$ cat src/hw/rtl/sle_pkg.sv
// Shared types and constants for the sequential list engine.
// No dependencies; imported by sle_cell and sequential_list_engine_core.
package sle_pkg;

    localparam int CAPACITY = 16;
    localparam int IDX_W    = $clog2(CAPACITY);
    localparam int CNT_W    = $clog2(CAPACITY + 1);
    localparam int DATA_W   = 32;

    // command codes
    localparam logic [1:0] CMD_INSERT = 2'd0;
    localparam logic [1:0] CMD_DELETE = 2'd1;
    localparam logic [1:0] CMD_SEARCH = 2'd2;
    localparam logic [1:0] CMD_AMEND  = 2'd3;

    // status codes
    localparam logic [1:0] ST_OK        = 2'd0;
    localparam logic [1:0] ST_BAD_POS   = 2'd1;
    localparam logic [1:0] ST_FULL      = 2'd2;
    localparam logic [1:0] ST_NOT_FOUND = 2'd3;

    // cell operations
    localparam logic [1:0] CELL_HOLD = 2'd0;
    localparam logic [1:0] CELL_UP   = 2'd1;
    localparam logic [1:0] CELL_DOWN = 2'd2;
    localparam logic [1:0] CELL_LOAD = 2'd3;

    typedef struct packed {
        logic [1:0]               cmd;
        logic [4:0]               position;
        logic signed [DATA_W-1:0] value;
        logic signed [DATA_W-1:0] new_value;
    } req_item_t;

    typedef struct packed {
        logic [1:0] status;
        logic [4:0] found_position;
        logic [4:0] list_length;
    } rsp_item_t;

    typedef struct packed {
        logic [1:0] op;
        logic       cmp_en;
    } cell_ctrl_t;

endpackage

$ cat src/hw/rtl/sle_cell.sv
// One list cell: holds a single entry and a registered match flag.
// Depends on sle_pkg.
module sle_cell
    import sle_pkg::*;
(
    input  logic                     clk,
    input  cell_ctrl_t               ctrl,
    input  logic signed [DATA_W-1:0] key,
    input  logic signed [DATA_W-1:0] load_data,
    input  logic signed [DATA_W-1:0] lower_data,
    input  logic signed [DATA_W-1:0] upper_data,
    output logic signed [DATA_W-1:0] data,
    output logic                     match
);

    logic signed [DATA_W-1:0] data_reg;
    logic signed [DATA_W-1:0] data_next;
    logic                     match_reg;
    logic                     match_next;

    always_comb
    begin
        case (ctrl.op)
            CELL_UP:   data_next = lower_data;
            CELL_DOWN: data_next = upper_data;
            CELL_LOAD: data_next = load_data;
            default:   data_next = data_reg;
        endcase
        match_next = ctrl.cmp_en ? (data_reg == key) : match_reg;
    end

    always_ff @(posedge clk)
    begin
        data_reg  <= data_next;
        match_reg <= match_next;
    end

    assign data  = data_reg;
    assign match = match_reg;

endmodule

$ cat src/hw/rtl/sequential_list_engine_core.sv
// Top level of the sequential list engine: control and a chain of sle_cell.
// Depends on sle_pkg and sle_cell.
//
// Usage:
//   Commands arrive on the req channel (valid/ready, packed req_item_t) and
//   each produces exactly one response item on the rsp channel (rsp_item_t).
//   Commands: insert at a 1-based position, delete at a position, search for
//   a value, amend the first match with new_value.
//   At the accepting edge every cell compares its entry with the search key
//   in parallel and registers its match flag. In the execute state, once the
//   output register is free, the first match is encoded, the cells shift or
//   load as one row, and the response is written to the output register.
//   One item is in progress at a time; a new item is taken only after the
//   last has updated; match flags are registered between compare and update.
//   Reset clears the entry count and the control state; the entries
//   themselves are not cleared since slots beyond the count are never read.
//   When the receiver stalls, the response waits in the output register; a
//   new item is still taken and its compare done, and the update then holds
//   until the output register frees.
module sequential_list_engine_core
    import sle_pkg::*;
(
    input  logic      clk,
    input  logic      rst_n,
    input  logic      req_valid,
    output logic      req_ready,
    input  req_item_t req,
    output logic      rsp_valid,
    input  logic      rsp_ready,
    output rsp_item_t rsp
);

    localparam logic S_IDLE = 1'b0;
    localparam logic S_EXEC = 1'b1;

    logic                 state_reg;
    logic                 state_next;
    logic [CNT_W-1:0]     count_reg;
    logic [CNT_W-1:0]     count_next;
    req_item_t            req_reg;
    logic                 rsp_valid_reg;
    logic                 rsp_valid_next;
    rsp_item_t            rsp_reg;
    rsp_item_t            rsp_next;

    logic                 req_fire;
    logic                 exec_go;
    cell_ctrl_t           ctrl   [CAPACITY];
    logic signed [DATA_W-1:0] cell_data [CAPACITY];
    logic [CAPACITY-1:0]  match;
    logic signed [DATA_W-1:0] load_data;

    logic                 hit;
    logic [IDX_W-1:0]     hit_idx;
    logic [1:0]           status;
    logic [CNT_W-1:0]     found_pos;
    logic                 ins_ok;
    logic                 del_ok;
    logic                 amd_ok;

    assign req_ready = (state_reg == S_IDLE);
    assign req_fire  = req_valid && req_ready;
    // update only when the output register is free or being emptied
    assign exec_go   = (state_reg == S_EXEC) && (!rsp_valid_reg || rsp_ready);

    // first matching live entry
    always_comb
    begin
        hit     = 1'b0;
        hit_idx = '0;
        for (int k = CAPACITY - 1; k >= 0; k--)
        begin
            if (match[k] && (CNT_W'(k) < count_reg))
            begin
                hit     = 1'b1;
                hit_idx = IDX_W'(k);
            end
        end
    end

    // decode the command against the current count
    always_comb
    begin
        ins_ok    = 1'b0;
        del_ok    = 1'b0;
        amd_ok    = 1'b0;
        status    = ST_OK;
        found_pos = '0;
        case (req_reg.cmd)
            CMD_INSERT:
            begin
                if (req_reg.position == '0 ||
                    {1'b0, req_reg.position} > ({1'b0, count_reg} + 6'd1))
                    status = ST_BAD_POS;
                else if (count_reg == CNT_W'(CAPACITY))
                    status = ST_FULL;
                else
                    ins_ok = 1'b1;
            end
            CMD_DELETE:
            begin
                if (req_reg.position == '0 || req_reg.position > count_reg)
                    status = ST_BAD_POS;
                else
                    del_ok = 1'b1;
            end
            default:
            begin
                if (hit)
                begin
                    found_pos = CNT_W'(hit_idx) + CNT_W'(1);
                    amd_ok    = (req_reg.cmd == CMD_AMEND);
                end
                else
                    status = ST_NOT_FOUND;
            end
        endcase
    end

    assign load_data = ins_ok ? req_reg.value : req_reg.new_value;

    // per-cell control: shift up above the insert point, down from the
    // delete point, load at the target slot
    always_comb
    begin
        for (int k = 0; k < CAPACITY; k++)
        begin
            ctrl[k].cmp_en = req_fire;
            ctrl[k].op     = CELL_HOLD;
            if (exec_go)
            begin
                if (ins_ok)
                begin
                    if (CNT_W'(k) + CNT_W'(1) == req_reg.position)
                        ctrl[k].op = CELL_LOAD;
                    else if (CNT_W'(k) >= req_reg.position)
                        ctrl[k].op = CELL_UP;
                end
                else if (del_ok)
                begin
                    if (CNT_W'(k) + CNT_W'(1) >= req_reg.position)
                        ctrl[k].op = CELL_DOWN;
                end
                else if (amd_ok)
                begin
                    if (IDX_W'(k) == hit_idx)
                        ctrl[k].op = CELL_LOAD;
                end
            end
        end
    end

    genvar g;
    generate
        for (g = 0; g < CAPACITY; g++)
        begin : g_cell
            logic signed [DATA_W-1:0] lower;
            logic signed [DATA_W-1:0] upper;
            if (g == 0)
            begin : g_first
                assign lower = '0;
            end
            else
            begin : g_mid_lo
                assign lower = cell_data[g-1];
            end
            if (g == CAPACITY - 1)
            begin : g_last
                assign upper = '0;
            end
            else
            begin : g_mid_hi
                assign upper = cell_data[g+1];
            end
            sle_cell u_cell (
                .clk        (clk),
                .ctrl       (ctrl[g]),
                .key        (req.value),
                .load_data  (load_data),
                .lower_data (lower),
                .upper_data (upper),
                .data       (cell_data[g]),
                .match      (match[g])
            );
        end
    endgenerate

    // sequencing, count and output register
    always_comb
    begin
        state_next     = state_reg;
        count_next     = count_reg;
        rsp_valid_next = rsp_valid_reg;
        rsp_next       = rsp_reg;
        if (rsp_valid_reg && rsp_ready)
            rsp_valid_next = 1'b0;
        if (req_fire)
            state_next = S_EXEC;
        if (exec_go)
        begin
            if (ins_ok)
                count_next = count_reg + CNT_W'(1);
            else if (del_ok)
                count_next = count_reg - CNT_W'(1);
            rsp_next.status         = status;
            rsp_next.found_position = 5'(found_pos);
            rsp_next.list_length    = 5'(count_next);
            rsp_valid_next          = 1'b1;
            state_next              = S_IDLE;
        end
    end

    always_ff @(posedge clk or negedge rst_n)
    begin
        if (!rst_n)
        begin
            state_reg     <= S_IDLE;
            count_reg     <= '0;
            rsp_valid_reg <= 1'b0;
        end
        else
        begin
            state_reg     <= state_next;
            count_reg     <= count_next;
            rsp_valid_reg <= rsp_valid_next;
        end
    end

    // hold the command and the response payload
    always_ff @(posedge clk)
    begin
        if (req_fire)
            req_reg <= req;
        rsp_reg <= rsp_next;
    end

    assign rsp_valid = rsp_valid_reg;
    assign rsp       = rsp_reg;

endmodule
$ cat config.mk
export PLATFORM = sky130hd
export DESIGN_NAME = sequential_list_engine_core
export DESIGN_NICKNAME = d
export VERILOG_FILES = /design/src/hw/rtl/sle_pkg.sv /design/src/hw/rtl/sle_cell.sv /design/src/hw/rtl/sequential_list_engine_core.sv
export SDC_FILE = /design/constraint.sdc
export NUM_CORES = 1
export LEC_CHECK = 0
export BUFFER_PORTS_ARGS = -buffer_cell sky130_fd_sc_hd__buf_2
export CAP_MARGIN = 20
export CORE_MARGIN = 3
export CORE_UTILIZATION = 35
export CTS_BUF_LIST = sky130_fd_sc_hd__clkbuf_16
export DETAILED_ROUTE_END_ITERATION = 6
export PLACE_DENSITY = 0.51
export SLEW_MARGIN = 20
export SYNTH_ARGS = -nofsm -noshare
export SYNTH_HDL_FRONTEND = slang
export SYNTH_SLANG_ARGS = --single-unit
$ cat constraint.sdc
create_clock -name clk -period 4.6 [get_ports clk]
set_clock_uncertainty 0.2 [all_clocks]
set_input_delay 0 -clock clk [delete_from_list [all_inputs] [get_ports clk]]
set_output_delay 0 -clock clk [all_outputs]
set_load 0.05 [all_outputs]
# Word level (Yosys, flattened, before mapping)
# Cells that the tools add are included.
# word_totals
reg_bits	618
latchBits	0
ram_bits	0
mem_bits_ro	0
inputBits	75
output_inout_bits	14
wordCells	422
memories	0
# op_classes
addsub	4
multipliers	0
div	0
n_lt_le_gt_ge	35
n_eq_ne	98
shifts	0
n_mux	195
bitwise	2
n_reduce_logical	46
# op_table
operator	n
one-hot mux 32 bit (3 select lines)	16
equality test 32 bit	16
two-way mux 2 bit	115
equality test 2 bit (second input constant)	33
two-way mux 4 bit	16
nonzero test 3 bit	16
two-way mux 1 bit	44
equality test 4 x 5 -> 1 bit (first input constant)	8
>= comparator 4 x 5 -> 1 bit (first input constant)	8
< comparator 4 x 5 -> 1 bit (first input constant)	8
equality test 2 x 1 -> 1 bit (second input constant)	17
equality test 4 bit (first input constant)	8
two-way mux 32 bit	1
equality test 3 x 5 -> 1 bit (first input constant)	4
>= comparator 3 x 5 -> 1 bit (first input constant)	4
< comparator 3 x 5 -> 1 bit (first input constant)	4
logical AND 1 bit	19
equality test 3 x 4 -> 1 bit (first input constant)	4
equality test 2 x 5 -> 1 bit (first input constant)	2
>= comparator 1 x 5 -> 1 bit (first input constant)	2
>= comparator 2 x 5 -> 1 bit (first input constant)	2
< comparator 1 x 5 -> 1 bit (first input constant)	2
< comparator 2 x 5 -> 1 bit (first input constant)	2
two-way mux 5 bit	2
22 further kinds	27

# Depth between registers and ports, before layout
# Gate-level depths: netlist of the first run.
# depth
word_depth	26
depth_mapped	17
depth_no_buf	12

# Cells and area by module
# From an unflattened synthesis of the first run, not the netlist that was laid out.
# hier_totals
cells_unflattened	3471
hier_area_um2	37415.9
# by_module_without_submodules
mod	n_inst	cells_each	area_per_inst_um2	seq_area_each_um2
sle_cell	16	184	2016.9	991.0
sequential_list_engine_core	1	527	5144.9	2667.6

# Worst setup path after synthesis of the first run
# No wires, ideal clock.
# synth_timing
kind	register -> register
start	register state_reg
end	register g_cell[0].u_cell.match_reg, enable pin
setup_time_ns	0.543
arrival_ns	4.262
t_required_ns	3.857
slack_ns	-0.405
path_stages_with_launch	2
path_buffers	0
synth_period_minus_slack_ns	5.005
path_cell_list	dfrtp_1 > nor2b_1
# synth_via
elab_chain_len	2
# synth_lines
element	line	source
from (decl)	sequential_list_engine_core.sv:36	logic state_reg;
from (signal assigned)	sequential_list_engine_core.sv:223	state_reg <= state_next;
NOT 1 bit	sequential_list_engine_core.sv:61	assign req_ready = (state_reg == S_IDLE);
logical AND 1 bit	sequential_list_engine_core.sv:62	assign req_fire = req_valid && req_ready;
via req_fire	sequential_list_engine_core.sv:46	logic req_fire;
to (signal assigned)	sle_cell.sv:35	match_reg <= match_next;
to (decl)	sle_cell.sv:18	logic match_reg;
# The timed path passes the listed nets, and every way through them passes these cells.
# A chain may end at the register's enable or synchronous reset.

# Final worst setup path of the first run
# layout_timing
start	register count_reg[0]
end	register g_cell[4].u_cell.data_reg[5] (data pin)
# layout_via
elab_chain_len	26
word_cells_on_any_way	88
classes_between	add/sub (1); order compare (18); eq/ne (5); mux (46); reduce/logical (18)
# layout_lines
element	line	source
from (decl)	sequential_list_engine_core.sv:38	logic [CNT_W-1:0] count_reg;
from (signal assigned)	sequential_list_engine_core.sv:224	count_reg <= count_next;
< comparator 4 x 5 -> 1 bit	sequential_list_engine_core.sv:73	if (match[k] && (CNT_W'(k) < count_reg))
logical AND 1 bit	sequential_list_engine_core.sv:73	
two-way mux 4 bit / two-way mux 1 bit (equally long branches) (16 in series)	sequential_list_engine_core.sv:73	
equality test 3 x 4 -> 1 bit / two-way mux 1 bit (equally long branches)	sequential_list_engine_core.sv:146, sequential_list_engine_core.sv:109	
two-way mux 2 bit / two-way mux 1 bit (equally long branches)	sequential_list_engine_core.sv:146, sequential_list_engine_core.sv:89	
two-way mux 2 bit	sequential_list_engine_core.sv:144	else if (amd_ok)
two-way mux 2 bit	sequential_list_engine_core.sv:139	else if (del_ok)
two-way mux 2 bit	sequential_list_engine_core.sv:132	if (ins_ok)
two-way mux 2 bit	sequential_list_engine_core.sv:130	if (exec_go)
equality test 2 bit / equality test 2 x 1 -> 1 bit (equally long branches)	sle_cell.sv:23	case (ctrl.op)
one-hot mux 32 bit (3 select lines) (*)	sle_cell.sv:23	
via g_cell[4].u_cell.data_next[5]	sle_cell.sv:17	logic signed [DATA_W-1:0] data_next;
to (signal assigned)	sle_cell.sv:34	data_reg <= data_next;
to (decl)	sle_cell.sv:16	logic signed [DATA_W-1:0] data_reg;
# Mark *: on every way through the listed nets, which the timed path passes. The rest lies on a longest branch.

==> Implementation_results.wiki, run 1 <==
{| class="wikitable"
! Metric !! Value
|-
| Run status || complete, no violations
|-
| Sinks on the clock net || roughly 620
|-
| Total of buffers placed on input and output ports || 88
|-
| Total CTS buffers || 77
|-
| Power share of the combinational group || ~35%
|-
| Arrival time reported for the critical path endpoint || ~4.7 ns
|-
| Final RePlAce weighted congestion || around 0.97
|-
| Total leakage power || between 15 and 20 nW
|-
| Stage delay of the slowest cell on the critical path || 0.56 ns
|-
| Type of the tightest min-delay check || input port to flop
|-
| Post-synthesis instance area || between 30000 and 40000 sq um
|-
| Antenna violations before repair || 3
|-
| CTS root buffer || clkbuf_16
|-
| HPWL after detailed placement || between 100 and 150 mm
|-
| Clock network power share || approximately 28%
|-
| Hold violation count in the final report || 0
|-
| Met3 layer usage reported by global route || about 4.1%
|-
| Worst R2R Setup Slack || between 0.1 and 0.15 ns
|-
| Post-synth EDFFs || 611
|-
| Proportion of power drawn by flip-flops and latches || between 30% and 40%
|-
| Power spent charging and discharging nets || a little over 8 mW
|-
| Launching element of the worst setup path || count_reg[0]
|-
| Slew at the pin with the worst max-slew slack || approximately 1.1 ns
|-
| Largest driver fanout on the critical path || 33
|-
| Global-route wire length before repair || roughly 210 mm
|-
| Synth Warn # || 0
|-
| Starting density of the core || between 30% and 40%
|-
| H-tree level count || 3
|-
| Required time of the critical path || ~4.8 ns
|-
| Overflow left after global routing || 0
|-
| Worst IR drop on VDD || about 0.27 mV
|-
| Number of library cell types mapped by synthesis || 78
|-
| Cell count after synthesis || 3056
|-
| Ordered list of cells on the worst path || buf_4, ha_1, nand3_1, xnor2_1, ha_1, nand3_1, o32ai_1, a21oi_1, nor2_4, buf_12, mux2_2, mux2_2, mux2_2
|-
| Die height || between 300 and 400 um
|-
| Cell type with the highest occurrence count on the critical path || mux2_2
|-
| GRT Total Usage || between 20% and 30%
|-
| Largest net degree at the start of global routing || 65
|-
| Final critical-path share of the clock period || 96.89%
|-
| Area added between synthesis and finish || 18.08%
|-
| Number of max-slew violations in the final report || 0
|-
| TritonCTS clock tree || built
|-
| Reg-to-Reg End || g_cell[4].u_cell.data[5]
|-
| Via count of the routed design || 27882
|-
| IO Count || 89
|-
| Global routing met2 resource utilization || about 40%
|-
| Setup repair after global routing missed its margin || no
|-
| Ys async rst share || about 1.1%
|-
| FMAX || around 0.22 GHz
|-
| DRC Markers || 0
|-
| Power density of the placed cells || slightly below 500 nW/um^2
|-
| Die X || 332.0 um
|-
| Max FFs per register || 512
|-
| Minimum period implied by the final worst setup slack || ~4.5 ns
|-
| Cell with the biggest individual delay on the critical path || dfrtp_1
|-
| Most common flop cell mapped by yosys || edfxtp_1
|-
| Routed wire per std cell || 32.52 um
|-
| Termination of the worst setup path || g_cell[4].u_cell.data[5]
|-
| Clock Tree Buf Depth || 3
|-
| Fraction of power spent switching nets || 37.95%
|-
| Total die area || about 110000 sq um
|-
| Startpoint of the lowest-slack hold path || req[39]
|-
| Capturing element type of the critical path || flop
|-
| Crit Reg-Reg Startpoint || count_reg[0]
|-
| Post-route cell area || ~44000 sq um
|-
| Total core area || about 100000 sq um
|-
| Critical Path Source Type || flop
|-
| Number of search-and-repair iterations in the first detailed-routing pass || 6
|-
| Mapped Nets || between 3000 and 4000
|-
| Post-synthesis sequential area ratio || 49.80%
|-
| Proportion of layout cells with a drive suffix above 1 || roughly 25%
|-
| Post-detailed-routing wire length || approximately 150 mm
|-
| Number of max-capacitance violations reported || 0
|-
| Insertion delay to the later sink of the worst-skew pair || ~0.67 ns
|-
| Initial detailed-routing violation count || around 3300
|-
| Filler cell count || just under 10000
|-
| CTS clk-pin slew, worst paths || roughly 0.07 ns
|-
| Number of global-route vias before repair || approximately 27000
|-
| Met1 Track Usage GR || 37.70%
|-
| Post-Route Setup TNS || 0 ns
|-
| Average instance area after synthesis || ~12 sq um
|-
| CP Class || flop to flop
|-
| Internal power of the cells || 13.35 mW
|-
| Remaining antenna violation count || 0
|-
| Most congested layer reported by global routing || met2
|-
| Register bit count reported by yosys || 618
|-
| Depth of the worst register-to-register path || 13
|-
| Placement Rows || 118
|-
| Detail-routed via count per cell || slightly below 6
|-
| Number of nets in the layout || 3329
|-
| Number of setup buffers added after CTS || 0
|-
| Placed standard-cell area || around 40000 sq um
|-
| Final setup violation count || 0
|-
| Rel. slew slack || 23.54%
|}
[power groups by stage]
| stage | sequential [mW] | combinational, mW | clock, mW |
|---|---|---|---|
| after floorplan | 7.99 | 4.06 | 0 |
| after global placement | 8.12 | 7.10 | 0 |
| after detailed placement | 8.13 | 7.15 | 0 |
| after CTS | 8.02 | 7.25 | 6.13 |
| after global routing | 8.11 | 7.74 | 6.33 |
| final | 8.05 | 7.42 | 6.04 |
[cell usage after synthesis (all sizes together) (3+ instances only)]
cell type | n | area [sq um]
edfxtp | 611 | 18350
xor2 | 512 | 4484
mux2 | 416 | 4685
a221o | 195 | 1953
clkbuf | 171 | 641.9
nand2 | 139 | 521.8
nor4 | 133 | 847.1
o21ai | 117 | 585.6
nor2 | 116 | 445.4
buf | 95 | 501.7
mux2i | 95 | 950.9
and2 | 45 | 281.5
nor2b | 42 | 262.8
and3 | 40 | 250.2
nand4 | 39 | 244.0
nor3 | 34 | 170.2
o2bb2ai | 33 | 289.0
a21oi | 30 | 153.9
nand3 | 30 | 150.1
inv | 22 | 82.58
ha | 17 | 212.7
a31oi | 11 | 68.82
xnor2 | 11 | 96.34
a21o | 9 | 67.56
dfrtp | 7 | 175.2
o21a | 7 | 52.55
o32ai | 6 | 67.56
or2 | 5 | 31.28
or3 | 5 | 31.28
a22oi | 4 | 30.03
o211ai | 4 | 30.03
o22ai | 4 | 31.28
o31ai | 4 | 30.03
a211o | 3 | 26.28
a211oi | 3 | 22.52
a221oi | 3 | 43.80
a31o | 3 | 26.28
nand2b | 3 | 18.77
o21bai | 3 | 22.52
[logic make-up after synthesis]
family	synth area share, %
AND/OR/NAND/NOR	8.965
flip-flops	49.80
XOR/XNOR	12.32
multiplexers	15.15
AO/OA/AOI/OAI	9.887
buffers and inverters	3.307
adder cells (fa/ha/maj)	0.5719
[critical path, delay by kind of cell, from the launching register on]
family | cells | cell delay, ns
muxes | 3 | 1.14
and+or+nand+nor | 3 | 0.70
DFF | 1 | 0.56
buffers and inverters | 2 | 0.51
adders and majority gates | 2 | 0.51
AOI/OAI and AO/OA | 2 | 0.35
xor gates and xnor gates | 1 | 0.16
[timing repair]
item	CTS	global route
setup endpoints to repair	0	106
hold endpoints to repair	143	0
resized for setup	0	4
hold buffers	116	0
[cell usage in the layout (no fill, tap or decap), drive strengths merged, types with 5 or more instances in the layout]
| cell type | netlist | routed |
|---|---|---|
| a21o | 9 | 9 |
| a21oi | 30 | 31 |
| a221o | 195 | 195 |
| a31oi | 11 | 11 |
| and2 | 45 | 45 |
| and3 | 40 | 40 |
| buf | 95 | 250 |
| bufinv | 0 | 6 |
| clkbuf | 171 | 78 |
| clkinv | 1 | 41 |
| dfrtp | 7 | 7 |
| dlygate4sd3 | 0 | 116 |
| edfxtp | 611 | 611 |
| ha | 17 | 17 |
| inv | 22 | 38 |
| mux2 | 416 | 416 |
| mux2i | 95 | 95 |
| nand2 | 139 | 139 |
| nand3 | 30 | 30 |
| nand4 | 39 | 39 |
| nor2 | 116 | 116 |
| nor2b | 42 | 42 |
| nor3 | 34 | 34 |
| nor4 | 133 | 133 |
| o21a | 7 | 7 |
| o21ai | 117 | 117 |
| o2bb2ai | 33 | 33 |
| o32ai | 6 | 6 |
| or2 | 5 | 5 |
| or3 | 5 | 5 |
| xnor2 | 11 | 11 |
| xor2 | 512 | 512 |
[layer usage]
layer  up-vias  share of wire (%)  wire length (um)
met5         -                  0                 0
met4         0                4.6              7041
met3       243                7.5             11480
met2      1433                 44             67240
met1     14213                 44             66530
li1      11993                  -                 -
[worst min path at each step]
stage                         endpoint  slack (ns)  depth (start not counted)
after CTS                  req_reg[51]        0.12                          2
final                      req_reg[39]        0.16                          2
after global placement       rsp_valid       -0.32                          1
after global routing       req_reg[51]        0.15                          2
after floorplan           count_reg[0]       -0.50                          0
after detailed placement     rsp_valid       -0.31                          1
[area by class of cell]
type,count,area [sq um],share of cell area [%]
clock buffer,78,1952,4.444
clock inverter,64,516.7,1.177
timing repair buffer,366,3276,7.459
antenna,3,7.507,0.01709
inverter,23,86.33,0.1966
multi-input combinational,2151,17830,40.60
sequential,618,18520,42.18
tap,1380,1727,3.932
[per-stage QoR]
| step | util [%] | hold WS (ns) | setup slack [ns] | power (mW) | instances |
|---|---|---|---|---|---|
| final | 42.01 | 0.1640 | 0.1431 | 21.51 | 4683 |
| after global routing | 42.01 | 0.1477 | 0.001017 | 22.18 | 4680 |
| after CTS | 41.97 | 0.1231 | 0.1607 | 21.40 | 4678 |
| after detailed placement | 38.50 | -0.3141 | 0.2088 | 15.28 | 4420 |
| after global placement | 38.46 | -0.3157 | 0.2054 | 15.22 | 4419 |
| after floorplan | - | -0.4956 | 0.1407 | 12.04 | 3056 |
(Power assumes the default switching activity.)
==> run 2: changes to the inputs <==
Settings changed: BUFFER_PORTS_ARGS -buffer_cell sky130_fd_sc_hd__buf_2 to -buffer_cell sky130_fd_sc_hd__clkbuf_2, MAX_ROUTING_LAYER set to met4.
==> Implementation_results.wiki, run 2 (synthesis gave the netlist of run 1 again) <==
{| class="wikitable"
! Metric !! Value
|-
| Number of search-and-repair iterations in the first detailed-routing pass || 5
|-
| Worst IR drop on VDD || approximately 0.24 mV
|-
| Detail-routed via count per cell || a little under 6
|-
| H-tree level count || 3
|-
| Total core area || approximately 100000 sq um
|-
| Met1 Track Usage GR || about 38%
|-
| Cell type with the highest occurrence count on the critical path || buf_4
|-
| FMAX || 0.2220 GHz
|-
| Leading cell types in the layout, fill and taps excluded || 611 x edfxtp_1, 512 x xor2_1, 396 x mux2_2, 192 x a221o_1, 136 x nand2_1
|-
| IO Count || 89
|-
| Post-route cell area || about 44000 sq um
|-
| CP Class || flop to flop
|-
| Critical Path Source Type || flop
|-
| Clock Tree Buf Depth || 3
|-
| Remaining antenna violation count || 0
|-
| DRC Markers || 0
|-
| Largest net degree at the start of global routing || between 60 and 70
|-
| Most congested layer reported by global routing || met2
|-
| Placed standard-cell area || between 40000 and 50000 sq um
|-
| Filler cell count || slightly below 10000
|-
| CTS root buffer || clkbuf_16
|-
| Routed wire per std cell || about 33 um
|-
| Setup repair after global routing missed its margin || no
|-
| HPWL after detailed placement || around 120 mm
|-
| Global routing met2 resource utilization || between 40% and 50%
|-
| Met3 layer usage reported by global route || 4.393%
|-
| Placement Rows || 118
|-
| Number of max-capacitance violations reported || 0
|-
| Die X || between 300 and 400 um
|-
| Type of the tightest min-delay check || input port to flop
|-
| Sinks on the clock net || ~620
|-
| Via count of the routed design || 27678
|-
| Hold violation count in the final report || 0
|-
| Initial detailed-routing violation count || 3053
|-
| Cell with the biggest individual delay on the critical path || mux2i_1
|-
| CTS clk-pin slew, worst paths || 0.06 ns
|-
| Proportion of layout cells with a drive suffix above 1 || ~24%
|-
| Total CTS buffers || 77
|-
| Max FFs per register || 512
|-
| Number of global-route vias before repair || ~27000
|-
| GRT Total Usage || 27.59%
|-
| Global-route wire length before repair || ~210 mm
|-
| Required time of the critical path || 4.78 ns
|-
| Leading cell type in the layout, fill and taps excluded || edfxtp_1
|-
| Number of nets in the layout || between 3000 and 4000
|-
| Minimum period implied by the final worst setup slack || roughly 4.5 ns
|-
| Placed Instances || approximately 4400
|-
| Antenna violations before repair || 2
|-
| Stage delay of the slowest cell on the critical path || roughly 0.69 ns
|-
| Total die area || about 110000 sq um
|-
| Largest driver fanout on the critical path || 12
|-
| Final critical-path share of the clock period || around 98%
|-
| Starting density of the core || 35.58%
|-
| Insertion delay to the later sink of the worst-skew pair || ~0.67 ns
|-
| Total of buffers placed on input and output ports || approximately 90
|-
| Post-layout instance count excluding filler cells || 4667
|-
| Overflow left after global routing || 0
|-
| Number of max-slew violations in the final report || 0
|-
| Run status || complete, no violations
|-
| Rel. slew slack || 30.96%
|-
| Number of setup buffers added after CTS || 0
|-
| Ordered list of cells on the worst path || buf_4, and3_1, xnor2_1, ha_1, a21o_1, a21oi_1, a21oi_1, nor2_4, buf_4, mux2i_1, buf_4, nor2_1, a221o_1
|-
| Power density of the placed cells || between 400 and 500 nW/um^2
|-
| TritonCTS clock tree || built
|-
| Total leakage power || between 15 and 20 nW
|-
| Slew at the pin with the worst max-slew slack || a little over 1 ns
|-
| Die height || 332.0 um
|-
| Area added between synthesis and finish || 17.43%
|-
| Arrival time reported for the critical path endpoint || between 4 and 5 ns
|-
| Capturing element type of the critical path || flop
|-
| Post-detailed-routing wire length || 152.6 mm
|-
| Final setup violation count || 0
|-
| Final RePlAce weighted congestion || between 0.9 and 1
|}
==> run 2: cell count changes in the layout (fill, tap and decap cells not counted), sizes merged <==
cell,change
bufinv,-5
buf,-99
clkinvlp,-1
a21boi,-1
clkinv,-7
diode,-1
dlygate4sd3,-1
inv,+11
clkbuf,+88
==> run 2: layout make-up <==
class | instances | area (sq um) | share of cell area, %
repair buffers | 354 | 3216 | 7.363
inverters | 23 | 86.33 | 0.1977
flip-flops and latches | 618 | 18520 | 42.41
clock inverters | 62 | 364.1 | 0.8337
multi-input cells | 2150 | 17800 | 40.76
diodes | 2 | 5.005 | 0.01146
well taps | 1380 | 1727 | 3.953
clock buffers | 78 | 1952 | 4.469
==> run 2: final timing paths <==
| path | end | from | slack, ns | cells after the start |
|---|---|---|---|---|
| max | g_cell[6].u_cell.data[10] | count_reg[1] | 0.1 | 13 |
| min | rsp_valid | rsp_ready | 0.05 | 4 |
| max reg2reg | g_cell[6].u_cell.data[10] | count_reg[1] | 0.1 | 13 |
| min reg2reg | rsp_valid | rsp_valid | 0.38 | 2 |
| max in group asynchronous | count_reg[3] | rst_n | 3.62 | 3 |
| min in group asynchronous | count_reg[0] | rst_n | 0.23 | 3 |
==> run 2: timing repair <==
action                                  in CTS  in global routing
hold buffers                               115                  0
endpoints found under the setup margin       0                315
endpoints found under the hold margin      144                  0
resized for setup                            0                  5
==> run 2: worst max-delay path, delay by kind of cell (launching register included) <==
family / cells / cell delay [ns]
mux: 1 / 0.69
compound gates: 4 / 0.80
buf+inv: 3 / 0.79
xor+xnor: 1 / 0.16
fa+ha+maj: 1 / 0.28
flops: 1 / 0.57
simple gates: 3 / 0.73
==> run 2: metal layers <==
metal / wire (um) / vias up
li1: - / 11942
met1: 67140 / 14150
met2: 67400 / 1370
met3: 11300 / 216
met4: 6776 / 0
met5: 0 / -
==> run 2: metrics by stage <==
step	TNS (ns)	util [%]	power, mW	worst slack (ns)	hold slack (ns)
final	0	41.78	21.14	0.09546	0.04642
after global routing	0	41.78	21.84	0.01780	0.07564
after CTS	0	41.75	21.04	0.02099	0.003035
after detailed placement	0	38.44	15.29	0.08143	-0.3150
after global placement	-1.223	38.36	15.21	-0.03751	-0.3122
after floorplan	0	-	12.04	0.1407	-0.4956
==> run 2: report_power, final <==
group / switching [mW] / internal, mW / total, mW
Clock: 2.55 / 3.14 / 5.69
Sequential: 0.756 / 7.32 / 8.07
Combinational: 4.80 / 2.57 / 7.37
